--- src/design/sci_pkg.sv ---
package sci_pkg;

  // Field and sample widths
  localparam int ANGLE_W         = 24;
  localparam int ANGLE_FRAC_BITS = 8;
  localparam int SAMPLE_BITS     = 16;
  localparam int TABLE_POINTS    = 361;

  // Whole degrees in one turn and the width of a degree index
  localparam int FULL_DEG = TABLE_POINTS - 1;
  localparam int DEG_W    = $clog2(FULL_DEG);

  // Integer part of the angle and its offset to a nonnegative value
  localparam int INT_W  = ANGLE_W - ANGLE_FRAC_BITS;
  localparam int OFFSET = ((2 ** (INT_W - 1) + FULL_DEG - 1) / FULL_DEG) * FULL_DEG;
  localparam int U_W    = INT_W + 1;

  // Reciprocal of a full turn for the quotient estimate
  localparam int RECIP_SHIFT = 24;
  localparam int RECIP       = (2 ** RECIP_SHIFT) / FULL_DEG;
  localparam int RECIP_W     = $clog2(RECIP + 1);
  localparam int Q_W         = $clog2((2 ** U_W) / FULL_DEG + 1);

  // Interpolation product width: unsigned fraction times signed difference
  localparam int DIFF_W = SAMPLE_BITS + 1;
  localparam int PROD_W = DIFF_W + ANGLE_FRAC_BITS + 1;

  // Quarter of the sine wave, round(sin(k deg) * 32767) for k = 0..90
  localparam int QW_POINTS = FULL_DEG / 4 + 1;
  localparam int QW_IDX_W  = $clog2(QW_POINTS);
  localparam logic [SAMPLE_BITS-2:0] QUARTER_WAVE [0:QW_POINTS-1] = '{
    15'd0,     15'd572,   15'd1144,  15'd1715,  15'd2286,  15'd2856,  15'd3425,
    15'd3993,  15'd4560,  15'd5126,  15'd5690,  15'd6252,  15'd6813,  15'd7371,
    15'd7927,  15'd8481,  15'd9032,  15'd9580,  15'd10126, 15'd10668, 15'd11207,
    15'd11743, 15'd12275, 15'd12803, 15'd13328, 15'd13848, 15'd14364, 15'd14876,
    15'd15383, 15'd15886, 15'd16384, 15'd16876, 15'd17364, 15'd17846, 15'd18323,
    15'd18794, 15'd19260, 15'd19720, 15'd20173, 15'd20621, 15'd21062, 15'd21497,
    15'd21925, 15'd22347, 15'd22762, 15'd23170, 15'd23571, 15'd23964, 15'd24351,
    15'd24730, 15'd25101, 15'd25465, 15'd25821, 15'd26169, 15'd26509, 15'd26841,
    15'd27165, 15'd27481, 15'd27788, 15'd28087, 15'd28377, 15'd28659, 15'd28932,
    15'd29196, 15'd29451, 15'd29697, 15'd29934, 15'd30162, 15'd30381, 15'd30591,
    15'd30791, 15'd30982, 15'd31163, 15'd31335, 15'd31498, 15'd31650, 15'd31794,
    15'd31927, 15'd32051, 15'd32165, 15'd32269, 15'd32364, 15'd32448, 15'd32523,
    15'd32587, 15'd32642, 15'd32687, 15'd32722, 15'd32747, 15'd32762, 15'd32767
  };

  // Reduced angle handed from the reduction pipe to the table lookup
  typedef struct packed {
    logic [DEG_W-1:0]           deg;
    logic [ANGLE_FRAC_BITS-1:0] frac;
  } deg_frac_t;

  // Sine of a whole degree in [0, 360) by quarter-wave symmetry
  function automatic logic signed [SAMPLE_BITS-1:0] sine_entry(input logic [DEG_W-1:0] d);
    logic [DEG_W-1:0]       idx;
    logic                   neg;
    logic [SAMPLE_BITS-1:0] mag;
    if (d <= DEG_W'(FULL_DEG / 4)) begin
      idx = d;
      neg = 1'b0;
    end else if (d <= DEG_W'(FULL_DEG / 2)) begin
      idx = DEG_W'(FULL_DEG / 2) - d;
      neg = 1'b0;
    end else if (d <= DEG_W'(3 * FULL_DEG / 4)) begin
      idx = d - DEG_W'(FULL_DEG / 2);
      neg = 1'b1;
    end else begin
      idx = DEG_W'(FULL_DEG) - d;
      neg = 1'b1;
    end
    mag = {1'b0, QUARTER_WAVE[idx[QW_IDX_W-1:0]]};
    return neg ? $signed(-mag) : $signed(mag);
  endfunction

endpackage

--- src/design/sci_sine_rom.sv ---
module sci_sine_rom (
  input  logic                                     clk,
  input  logic                                     en,
  input  logic [sci_pkg::DEG_W-1:0]                addr_a,
  input  logic [sci_pkg::DEG_W-1:0]                addr_b,
  output logic signed [sci_pkg::SAMPLE_BITS-1:0]   rd_data_a,
  output logic signed [sci_pkg::SAMPLE_BITS-1:0]   rd_data_b
);

  logic signed [sci_pkg::SAMPLE_BITS-1:0] rd_data_a_r;
  logic signed [sci_pkg::SAMPLE_BITS-1:0] rd_data_b_r;

  // Two synchronous read ports, held while the stage stalls
  always_ff @(posedge clk) begin
    if (en) begin
      rd_data_a_r <= sci_pkg::sine_entry(addr_a);
      rd_data_b_r <= sci_pkg::sine_entry(addr_b);
    end
  end

  assign rd_data_a = rd_data_a_r;
  assign rd_data_b = rd_data_b_r;

endmodule

--- src/design/sci_reduce.sv ---
module sci_reduce (
  input  logic                            clk,
  input  logic                            rst_n,
  input  logic                            in_valid,
  input  logic [sci_pkg::ANGLE_W-1:0]     in_angle,
  output logic                            in_ready,
  input  logic                            nxt_en,
  output logic                            stage_vld,
  output sci_pkg::deg_frac_t              stage_data
);

  localparam int FR = sci_pkg::ANGLE_FRAC_BITS;

  logic v1_r, v2_r, v3_r;
  logic en1, en2, en3;

  logic [sci_pkg::U_W-1:0]   u1_r, u2_r;
  logic [FR-1:0]             f1_r, f2_r, f3_r;
  logic [sci_pkg::Q_W-1:0]   q2_r;
  logic [sci_pkg::DEG_W-1:0] deg3_r;

  logic [sci_pkg::U_W-1:0]             ext;
  logic [sci_pkg::U_W-1:0]             u_nxt;
  logic [sci_pkg::U_W+sci_pkg::RECIP_W-1:0] qprod;
  logic [sci_pkg::Q_W-1:0]             q_nxt;
  logic [sci_pkg::U_W-1:0]             rem;
  logic [sci_pkg::DEG_W-1:0]           deg_nxt;

  // Stage enables: a stage moves when empty or when the next one moves
  assign en3      = !v3_r || nxt_en;
  assign en2      = !v2_r || en3;
  assign en1      = !v1_r || en2;
  assign in_ready = en1;

  // Offset the signed whole degrees to a nonnegative multiple-of-turn shift
  assign ext   = {in_angle[sci_pkg::ANGLE_W-1], in_angle[sci_pkg::ANGLE_W-1:FR]};
  assign u_nxt = ext + sci_pkg::U_W'(sci_pkg::OFFSET);

  // Quotient estimate by reciprocal, low by at most one
  assign qprod = u1_r * sci_pkg::RECIP_W'(sci_pkg::RECIP);
  assign q_nxt = qprod[sci_pkg::RECIP_SHIFT +: sci_pkg::Q_W];

  // Remainder with one correction step
  assign rem     = u2_r - sci_pkg::U_W'(q2_r * sci_pkg::FULL_DEG);
  assign deg_nxt = (rem >= sci_pkg::U_W'(sci_pkg::FULL_DEG))
                   ? sci_pkg::DEG_W'(rem - sci_pkg::U_W'(sci_pkg::FULL_DEG))
                   : sci_pkg::DEG_W'(rem);

  // Valid bits
  always_ff @(posedge clk) begin
    if (!rst_n) begin
      v1_r <= 1'b0;
      v2_r <= 1'b0;
      v3_r <= 1'b0;
    end else begin
      if (en1) v1_r <= in_valid;
      if (en2) v2_r <= v1_r;
      if (en3) v3_r <= v2_r;
    end
  end

  // Payload stages
  always_ff @(posedge clk) begin
    if (en1) begin
      u1_r <= u_nxt;
      f1_r <= in_angle[FR-1:0];
    end
    if (en2) begin
      u2_r <= u1_r;
      q2_r <= q_nxt;
      f2_r <= f1_r;
    end
    if (en3) begin
      deg3_r <= deg_nxt;
      f3_r   <= f2_r;
    end
  end

  assign stage_vld       = v3_r;
  assign stage_data.deg  = deg3_r;
  assign stage_data.frac = f3_r;

  // The reduced degree always lies inside one turn
  a_deg_range: assert property (@(posedge clk) disable iff (!rst_n)
    v3_r |-> (deg3_r < sci_pkg::DEG_W'(sci_pkg::FULL_DEG)))
    else $error("reduced degree out of range");

  // The quotient estimate is never off by more than one
  a_rem_bound: assert property (@(posedge clk) disable iff (!rst_n)
    v2_r |-> (rem < sci_pkg::U_W'(2 * sci_pkg::FULL_DEG)))
    else $error("quotient estimate off by more than one");

endmodule

--- src/design/sine_cosine_interpolator.sv ---
// Sine and cosine of an angle in degrees by table lookup and linear interpolation.
// Input channel in_*: one transaction carries a signed angle in degrees with
// 8 fraction bits. It is reduced modulo 360, the whole degree picks two adjacent
// entries of a sine table and the fraction interpolates between them.
// Output channel out_*: one transaction per input carries sine and cosine, Q1.15.
// There are six register stages (3 reduction stages, one registered table read, one
// multiply stage, one output register); the first one loads at the accepting edge
// and the last one drives out_tvalid.
// Throughput: one transaction per cycle while the receiver does not stall; each stage
// holds one item and the table reads are four registered ports of two sine ROMs.
// Reset (rst_n low, synchronous) empties the pipeline by clearing the valid bits; the payload registers are not reset.
// When the receiver stalls, out_tdata holds, bubbles in the pipe still fill up,
// and in_tready falls only once every stage is occupied.
module sine_cosine_interpolator (
  input  logic        clk,
  input  logic        rst_n,
  input  logic        in_tvalid,
  output logic        in_tready,
  input  logic [23:0] in_tdata,   // [23:0] angle_deg
  output logic        out_tvalid,
  input  logic        out_tready,
  output logic [31:0] out_tdata   // [15:0] sine_value, [31:16] cosine_value
);

  localparam int SW = sci_pkg::SAMPLE_BITS;
  localparam int FR = sci_pkg::ANGLE_FRAC_BITS;
  localparam int DW = sci_pkg::DEG_W;

  logic en4, en5, en6;
  logic v3, v4_r, v5_r, v6_r;
  sci_pkg::deg_frac_t s3;

  logic [DW-1:0] a_s0, a_s1, a_c0, a_c1;
  logic signed [SW-1:0] sin_lo, sin_hi, cos_lo, cos_hi;
  logic [FR-1:0] f4_r;

  logic signed [FR:0]                  frac_s;
  logic signed [sci_pkg::DIFF_W-1:0]   dif_s, dif_c;
  logic signed [sci_pkg::PROD_W-1:0]   prod_s_nxt, prod_c_nxt;
  logic signed [sci_pkg::PROD_W-1:0]   prod_s_r, prod_c_r;
  logic signed [SW-1:0]                lo_s_r, lo_c_r;
  logic signed [sci_pkg::PROD_W-1:0]   sh_s, sh_c;
  logic signed [SW-1:0]                sin_nxt, cos_nxt;
  logic [31:0]                         out_tdata_r;

  // Stage enables from the output register back
  assign en6 = !v6_r || out_tready;
  assign en5 = !v5_r || en6;
  assign en4 = !v4_r || en5;

  // Angle reduction to whole degree and fraction
  sci_reduce u_reduce (
    .clk        (clk),
    .rst_n      (rst_n),
    .in_valid   (in_tvalid),
    .in_angle   (in_tdata[sci_pkg::ANGLE_W-1:0]),
    .in_ready   (in_tready),
    .nxt_en     (en4),
    .stage_vld  (v3),
    .stage_data (s3)
  );

  // Table addresses: cosine is sine shifted by a quarter turn, wrapped
  assign a_s0 = s3.deg;
  assign a_s1 = (s3.deg == DW'(sci_pkg::FULL_DEG - 1)) ? '0 : s3.deg + DW'(1);
  assign a_c0 = (s3.deg >= DW'(3 * sci_pkg::FULL_DEG / 4))
                ? s3.deg - DW'(3 * sci_pkg::FULL_DEG / 4)
                : s3.deg + DW'(sci_pkg::FULL_DEG / 4);
  assign a_c1 = (s3.deg >= DW'(3 * sci_pkg::FULL_DEG / 4 - 1))
                ? s3.deg - DW'(3 * sci_pkg::FULL_DEG / 4 - 1)
                : s3.deg + DW'(sci_pkg::FULL_DEG / 4 + 1);

  sci_sine_rom u_rom_sin (
    .clk       (clk),
    .en        (en4),
    .addr_a    (a_s0),
    .addr_b    (a_s1),
    .rd_data_a (sin_lo),
    .rd_data_b (sin_hi)
  );

  sci_sine_rom u_rom_cos (
    .clk       (clk),
    .en        (en4),
    .addr_a    (a_c0),
    .addr_b    (a_c1),
    .rd_data_a (cos_lo),
    .rd_data_b (cos_hi)
  );

  // Fraction times difference of adjacent entries
  assign frac_s     = $signed({1'b0, f4_r});
  assign dif_s      = sci_pkg::DIFF_W'(sin_hi) - sci_pkg::DIFF_W'(sin_lo);
  assign dif_c      = sci_pkg::DIFF_W'(cos_hi) - sci_pkg::DIFF_W'(cos_lo);
  assign prod_s_nxt = frac_s * dif_s;
  assign prod_c_nxt = frac_s * dif_c;

  // Floor shift and add to the lower entry
  assign sh_s    = prod_s_r >>> FR;
  assign sh_c    = prod_c_r >>> FR;
  assign sin_nxt = lo_s_r + SW'(sh_s);
  assign cos_nxt = lo_c_r + SW'(sh_c);

  // Valid bits
  always_ff @(posedge clk) begin
    if (!rst_n) begin
      v4_r <= 1'b0;
      v5_r <= 1'b0;
      v6_r <= 1'b0;
    end else begin
      if (en4) v4_r <= v3;
      if (en5) v5_r <= v4_r;
      if (en6) v6_r <= v5_r;
    end
  end

  // Payload stages
  always_ff @(posedge clk) begin
    if (en4) f4_r <= s3.frac;
    if (en5) begin
      prod_s_r <= prod_s_nxt;
      prod_c_r <= prod_c_nxt;
      lo_s_r   <= sin_lo;
      lo_c_r   <= cos_lo;
    end
    if (en6) out_tdata_r <= {cos_nxt, sin_nxt};
  end

  assign out_tvalid = v6_r;
  assign out_tdata  = out_tdata_r;

  // Interpolated results never reach the most negative code
  a_out_range: assert property (@(posedge clk) disable iff (!rst_n)
    out_tvalid |-> (out_tdata[15:0] != 16'h8000 && out_tdata[31:16] != 16'h8000))
    else $error("interpolated sample out of range");

  // Table addresses stay inside one turn whenever a lookup is issued
  a_addr_range: assert property (@(posedge clk) disable iff (!rst_n)
    (v3 && en4) |-> (a_s1 < DW'(sci_pkg::FULL_DEG) && a_c0 < DW'(sci_pkg::FULL_DEG)
                     && a_c1 < DW'(sci_pkg::FULL_DEG)))
    else $error("table address out of range");

endmodule

--- config.mk ---
export PLATFORM = sky130hd
export DESIGN_NAME = sine_cosine_interpolator
export DESIGN_NICKNAME = d
export VERILOG_FILES = /design/src/design/sci_pkg.sv /design/src/design/sci_sine_rom.sv /design/src/design/sci_reduce.sv /design/src/design/sine_cosine_interpolator.sv
export SDC_FILE = /design/constraint.sdc
export NUM_CORES = 2
export LEC_CHECK = 0
export ABC_CLOCK_PERIOD_IN_PS = 7100
export BUFFER_PORTS_ARGS = -buffer_cell sky130_fd_sc_hd__clkbuf_2
export CAP_MARGIN = 15
export CORE_MARGIN = 8
export CORE_UTILIZATION = 61
export CTS_BUF_LIST = sky130_fd_sc_hd__clkbuf_4 sky130_fd_sc_hd__clkbuf_8
export CTS_CLUSTER_DIAMETER = 150
export DETAILED_ROUTE_END_ITERATION = 12
export PLACE_DENSITY_LB_ADDON = 0.2
export SETUP_SLACK_MARGIN = 0.5
export SYNTH_ARGS = -nofsm -noshare
export SYNTH_HDL_FRONTEND = slang
export SYNTH_SLANG_ARGS = --single-unit
--- constraint.sdc ---
create_clock -name clk -period 7.1 [get_ports clk]
set_input_delay 0.355 -clock clk [delete_from_list [all_inputs] [get_ports clk]]
set_output_delay 0.355 -clock clk [all_outputs]
set_load 0.005 [all_outputs]
# After elaboration in Yosys (flattened, before gate mapping)
# Memory sizes are Yosys's and may differ from the RTL's.
# Index checks and enable logic that the tools add are counted.
# W data, S select, Z words.
# word_totals
rom_bits	7680
reg_bits	266
mem_count	4
in_bits	28
# classes
magnitude_cmp	19
n_eq_ne	1
mux	44
n_reduce_logical	12
multipliers	4
add_sub_neg	28
bitwise_logic	4
# memory_table
name	depth	width	read_ports	rd_clocked_by_memory_dff	wr	line_no	source
(name not given)	128	15	1	0	0	sci_pkg.sv:71	mag = {1'b0, QUARTER_WAVE[idx[QW_IDX_W-1:0]]};
(name not given)	128	15	1	0	0	sci_pkg.sv:71	
(name not given)	128	15	1	0	0	sci_pkg.sv:71	
(name not given)	128	15	1	0	0	sci_pkg.sv:71	
# ops
cell	n
$mux W15	12
$mux W7	16
$neg A15 Y16	4
$mul A9 B17 Y24	2
$le A9 B7 Y1 const B	4
$le A9 B8 Y1 const B	4
$le A9 B9 Y1 const B	4
$mux W9	4
$sub A16 B16 Y17	2
$mul A17 B16 Y33 const B	1
$add A16 B16 Y16	2
$ge A8 B8 Y1 const B	4
$not A7 Y8	4
$sub A6 B7 Y7 const A	4
$sub A7 B6 Y7 const B	4
$sub A7 B7 Y7 const A	4
$sub A9 B9 Y9 const B	3
$add A9 B7 Y9 const B	2
$ge A9 B9 Y1 const B	2
$add A17 B16 Y17 const B	1
$ge A17 B9 Y1 const B	1
$sub A17 B17 Y17	1
$mul A9 B6 Y14 const B	1
$mux W1	12
4 further kinds	14

# Logic depth before layout (Yosys ltp)
# logic_depth
depth_word	13
ltp_mapped	34

# By module
# A second synthesis with hierarchy kept.
# hier_totals
cells_unflattened	4520
hier_area_um2	38998.7
# by_module_without_submodules
mod	area_each_um2	n_inst	seq_area_each_um2	cells_each
sine_cosine_interpolator	16176.8	1	3183.1	1768
sci_reduce	8221.6	1	2342.2	728
sci_sine_rom at u_rom_sin	7589.8	1	960.9	1055
sci_sine_rom at u_rom_cos	7010.5	1	960.9	969

# Worst setup path before layout
# No wires, ideal clock.
# synth_path
path_type	register to register
from	register u_rom_cos.rd_data_b_r, in the netlist u_rom_cos.rd_data_b[1]
to	register prod_c_r[23] (netlist bit), data pin
arrival_time_ns	7.419
stages_incl_launch_ff	33
slack_ns	-0.579
setup_time_ns	0.260
cell_sequence	edfxtp_1 > ha_1 > nor2b_1 > o21ai_0 > a21boi_0 > o21ai_0 > a21boi_0 > o21ai_0 > a21boi_0 > o21ai_0 > a21boi_0 > o21ai_0 > a21boi_0 > o21ai_0 > a21boi_1 > clkbuf_1 > nor4_1 > a311oi_1 > fa_1 > inv_1 > fa_1 > inv_1 > fa_1 > fa_1 > inv_1 > ha_1 > nand3_1 > a2111oi_0 > nor2_1 > a2111oi_0 > o21a_1 > nor2_1 > xnor2_1
# synth_via
elab_chain_len	2
# synth_rtl
item	line_no	source
from (decl)	sci_sine_rom.sv:11	logic signed [sci_pkg::SAMPLE_BITS-1:0] rd_data_b_r;
from (signal assigned)	sci_sine_rom.sv:17	rd_data_b_r <= sci_pkg::sine_entry(addr_b);
$sub A16 B16 Y17	sine_cosine_interpolator.sv:94	assign dif_c = sci_pkg::DIFF_W'(cos_hi) - sci_pkg::DIFF_W'(cos_lo);
$mul A9 B17 Y24	sine_cosine_interpolator.sv:96	assign prod_c_nxt = frac_s * dif_c;
named net prod_c_nxt (one bit)	sine_cosine_interpolator.sv:39	logic signed [sci_pkg::PROD_W-1:0] prod_s_nxt, prod_c_nxt;
to (signal assigned)	sine_cosine_interpolator.sv:122	prod_c_r <= prod_c_nxt;
to (decl)	sine_cosine_interpolator.sv:40	logic signed [sci_pkg::PROD_W-1:0] prod_s_r, prod_c_r;
# The timed path passes the listed nets, and every way through them passes these cells.
# A chain may end at the register's enable or synchronous reset.

# Worst setup path in the final report
# layout_path
from	register u_rom_sin.rd_data_a_r, in the netlist u_rom_sin.rd_data_a[0]
to	register prod_s_r[23] (netlist bit), data pin
# layout_via
elab_chain_len	2
# layout_rtl
item	line_no	source
from (decl)	sci_sine_rom.sv:10	logic signed [sci_pkg::SAMPLE_BITS-1:0] rd_data_a_r;
from (signal assigned)	sci_sine_rom.sv:16	rd_data_a_r <= sci_pkg::sine_entry(addr_a);
$sub A16 B16 Y17	sine_cosine_interpolator.sv:93	assign dif_s = sci_pkg::DIFF_W'(sin_hi) - sci_pkg::DIFF_W'(sin_lo);
$mul A9 B17 Y24	sine_cosine_interpolator.sv:95	assign prod_s_nxt = frac_s * dif_s;
named net prod_s_nxt (one bit)	sine_cosine_interpolator.sv:39	
to (signal assigned)	sine_cosine_interpolator.sv:121	prod_s_r <= prod_s_nxt;
to (decl)	sine_cosine_interpolator.sv:40	
# The timed path passes the listed nets, and every way through them passes these cells.

==> impl_results.md <==
- Distinct cell type count after synthesis: between 100 and 150
- First-pass GRT wire length: 175 mm
- DRT iter0 DRCs: 3828
- Hold_ws: just over 70 ps
- CTS Root Cell: clkbuf_8
- Commonest cells post-synth: 577 x inv_1, 384 x ha_1, 347 x nand2_1, 297 x fa_1, 246 x a21oi_1
- CTS tree: yes
- Synth top area cells: edfxtp_1 20%, fa_1 16%, ha_1 13%
- Synthesized area: ~37000 um2
- Starting Density: 61.8%
- Arr. time, crit path: 7720 ps
- Register area share after synthesis: 20.0%
- RSZ-0062 raised after global routing: yes
- Count leader, synth: inv_1
- DRC: 0
- IO Pins: 62
- Largest net degree at the start of global routing: 73
- Die footprint: slightly below 70000 um2
- Final worst slack: -267 ps
- Worst Path Class, Setup: flop to flop
- Die height: 263 um
- Pins over their slew limit: 0
- Post-DP HPWL: a little over 80 mm
- # rows: 90
- GRT Total Usage: 30.5%
- Most common cell on crit path: o21ai_2
- Area of the multi-input gates: 27400 um2
- Sink Count: 250
- Final Util: 69.5%
- Vias per cell: 6.38
- Area delta synth->final: 12.4%
- Cts bufs inserted: 46
- Req. time, crit path: 7450 ps
- Antenna violations before repair: 6
- Clock slew at reported path FFs: around 60 ps
- Max Root-Sink Buffers: 3
- Tightest Hold Check Type: input pin to flop
- Final Wtd Congestion: 1.01
- Critical path capture point type: flop
- Fmax: 0.136 GHz
- Vias in the first global route: 33300
- Startpoint Class: flop
- CP delay by family, top: adder cells
- Yosys top cell area share: between 10% and 20%
- Via count: 33700
- Ratio of cells with drive above 1 in the final layout: about 15%
- Post-Syn Area per Cell: a little under 9 um2
- Number of synthesized flops with an enable pin: 244
- Largest fanout on the critical path: 4
- Yosys warning count: 0
- H-tree depth: 2
- Total gr overflow: 0
- Post-synth top area cell: edfxtp_1
- Post-Route WL: between 100 and 150 mm
- DP Worst Slack: -202 ps
- Run status: complete, but fails checks
- Syn nets: between 4000 and 5000
- CP peak stage delay: 530 ps
- WP buf/inv: 7
- Failing checks: negative setup slack
- Die width: 263 um
- Crit share post-route: 104%
- Drt wl/cell: 21.1 um
- Ys async rst share: 0%
- Mapped Cells: 4286
- Drt first pass iters: 7
- Number of max-cap violations: 0
- Clk_skew: 47.8 ps
- Final hold vios: 0
- Register Area: 7450 um2
- Synth Flop Type: edfxtp_1
- NumNets Final: 5173
- Final worst path period need: approximately 7400 ps
- Setup Viol. Count Final: 5
- Setup_tns: -919 ps
- Worst rel slew slack: 29.0%
- Clk Latency, worst-skew pair: 630 ps
- IO Port Bufs: 61
- Max stage delay cell, worst path: fa_1
- Slew of the pin with the lowest slew margin: 1070 ps
- Core Box Area: about 60000 um2
- FILL cells: about 4700
- Routed Antenna Nets: 0
- Flops & latches, synth: 250
cell type report:
type	count	area share, %
antenna	2	0.0119
clock buffer	66	1.91
clock inverter	19	0.376
inverter	592	5.31
multi-input combinational	3193	65.5
sequential	250	17.8
tap	782	2.33
timing repair buffer	381	6.84
what timing repair did:
item                       4_1_cts  5_1_grt
hold buffers                    17        0
hold endpoints to repair        19        0
buffers inserted                48       36
setup endpoints to repair       19       39
pin swaps                       78       62
cloned                           0        0
gates resized for setup         44      106
cells in the final DEF, fill, tap and decap left out, types with 40 or more instances in the layout:
| cell type | synthesis | routed |
|---|---|---|
| nand3_1 | 98 | 96 |
| nor2b_1 | 49 | 44 |
| a31oi_1 | 53 | 53 |
| o211ai_1 | 59 | 59 |
| xor2_1 | 55 | 53 |
| buf_4 | 10 | 288 |
| nand4_1 | 40 | 40 |
| ha_1 | 384 | 367 |
| inv_1 | 577 | 564 |
| nor3_1 | 83 | 78 |
| clkbuf_8 | 0 | 49 |
| nand2_1 | 347 | 343 |
| and2_1 | 151 | 147 |
| clkbuf_2 | 0 | 61 |
| a21oi_1 | 246 | 236 |
| edfxtp_1 | 244 | 244 |
| fa_1 | 297 | 292 |
| a211oi_1 | 50 | 46 |
| xnor2_1 | 148 | 140 |
| nor2_1 | 220 | 202 |
| o21ai_0 | 206 | 180 |
stage by stage:
step	instances	cell area (um2)
2_1_floorplan	4286	37500
3_3_place_gp	5097	39400
3_5_place_dp	5097	39400
4_1_cts	5247	41100
5_1_grt	5284	41900
6_report	5285	41900
state kept, by name, indices dropped and copies added, names as in the netlist, 8 cells and up:
name and count:
out_tdata 32, u_reduce.u2_r 17, lo_c_r 16, u_reduce.f2_r 8, u_rom_cos.rd_data_b 16, prod_s_r 16
u_reduce.f3_r 8, u_rom_sin.rd_data_b 16, u_reduce.q2_r 9, u_rom_sin.rd_data_a 16, lo_s_r 16, u_rom_cos.rd_data_a 16
prod_c_r 16, u_reduce.u1_r 17, u_reduce.f1_r 8, u_reduce.deg3_r 9, f4_r 8
per-layer routing:
| layer | part of all wire, % | GRT usage (%) | vias to the layer above | wire, um |
|---|---|---|---|---|
| li1 | - | - | 15500 | - |
| met1 | 39 | 39.2 | 16100 | 44000 |
| met2 | 48 | 51.2 | 1753 | 53200 |
| met3 | 8.2 | 5.16 | 396 | 9160 |
| met4 | 4.5 | 12.1 | 2 | 4980 |
| met5 | 0.083 | 0 | - | 92 |
worst register-to-register path: cells and delay by family, from the launching register on:
kind / cells / cell delay, ps
simple gates: 5 / 580
buf+inv: 7 / 680
flops: 1 / 410
fa+ha+maj: 7 / 2830
compound gates: 14 / 2500
xor+xnor: 1 / 90
path summary, 6_finish.rpt:
path	start	endpoint	slack, ps	cells after the start
max	u_rom_sin.rd_data_a[0]	prod_s_r[23]	-270	34
min	in_tdata[19]	u_reduce.u1_r[11]	70	2
max reg2reg	u_rom_sin.rd_data_a[0]	prod_s_r[23]	-270	34
min reg2reg	u_reduce.f2_r[4]	u_reduce.f3_r[4]	410	0
cell families after synthesis:
family / after synthesis / share of synthesized area [%]
flops: 250 / 20.0
compound gates: 1083 / 19.9
xor+xnor: 204 / 4.81
mux: 46 / 1.64
simple gates: 1178 / 16.0
buf+inv: 843 / 8.85
fa+ha+maj: 682 / 28.9
Power is left out: the tool's default activity adds up to more than one toggle a clock period on the data nets, which glitch-free logic cannot reach.
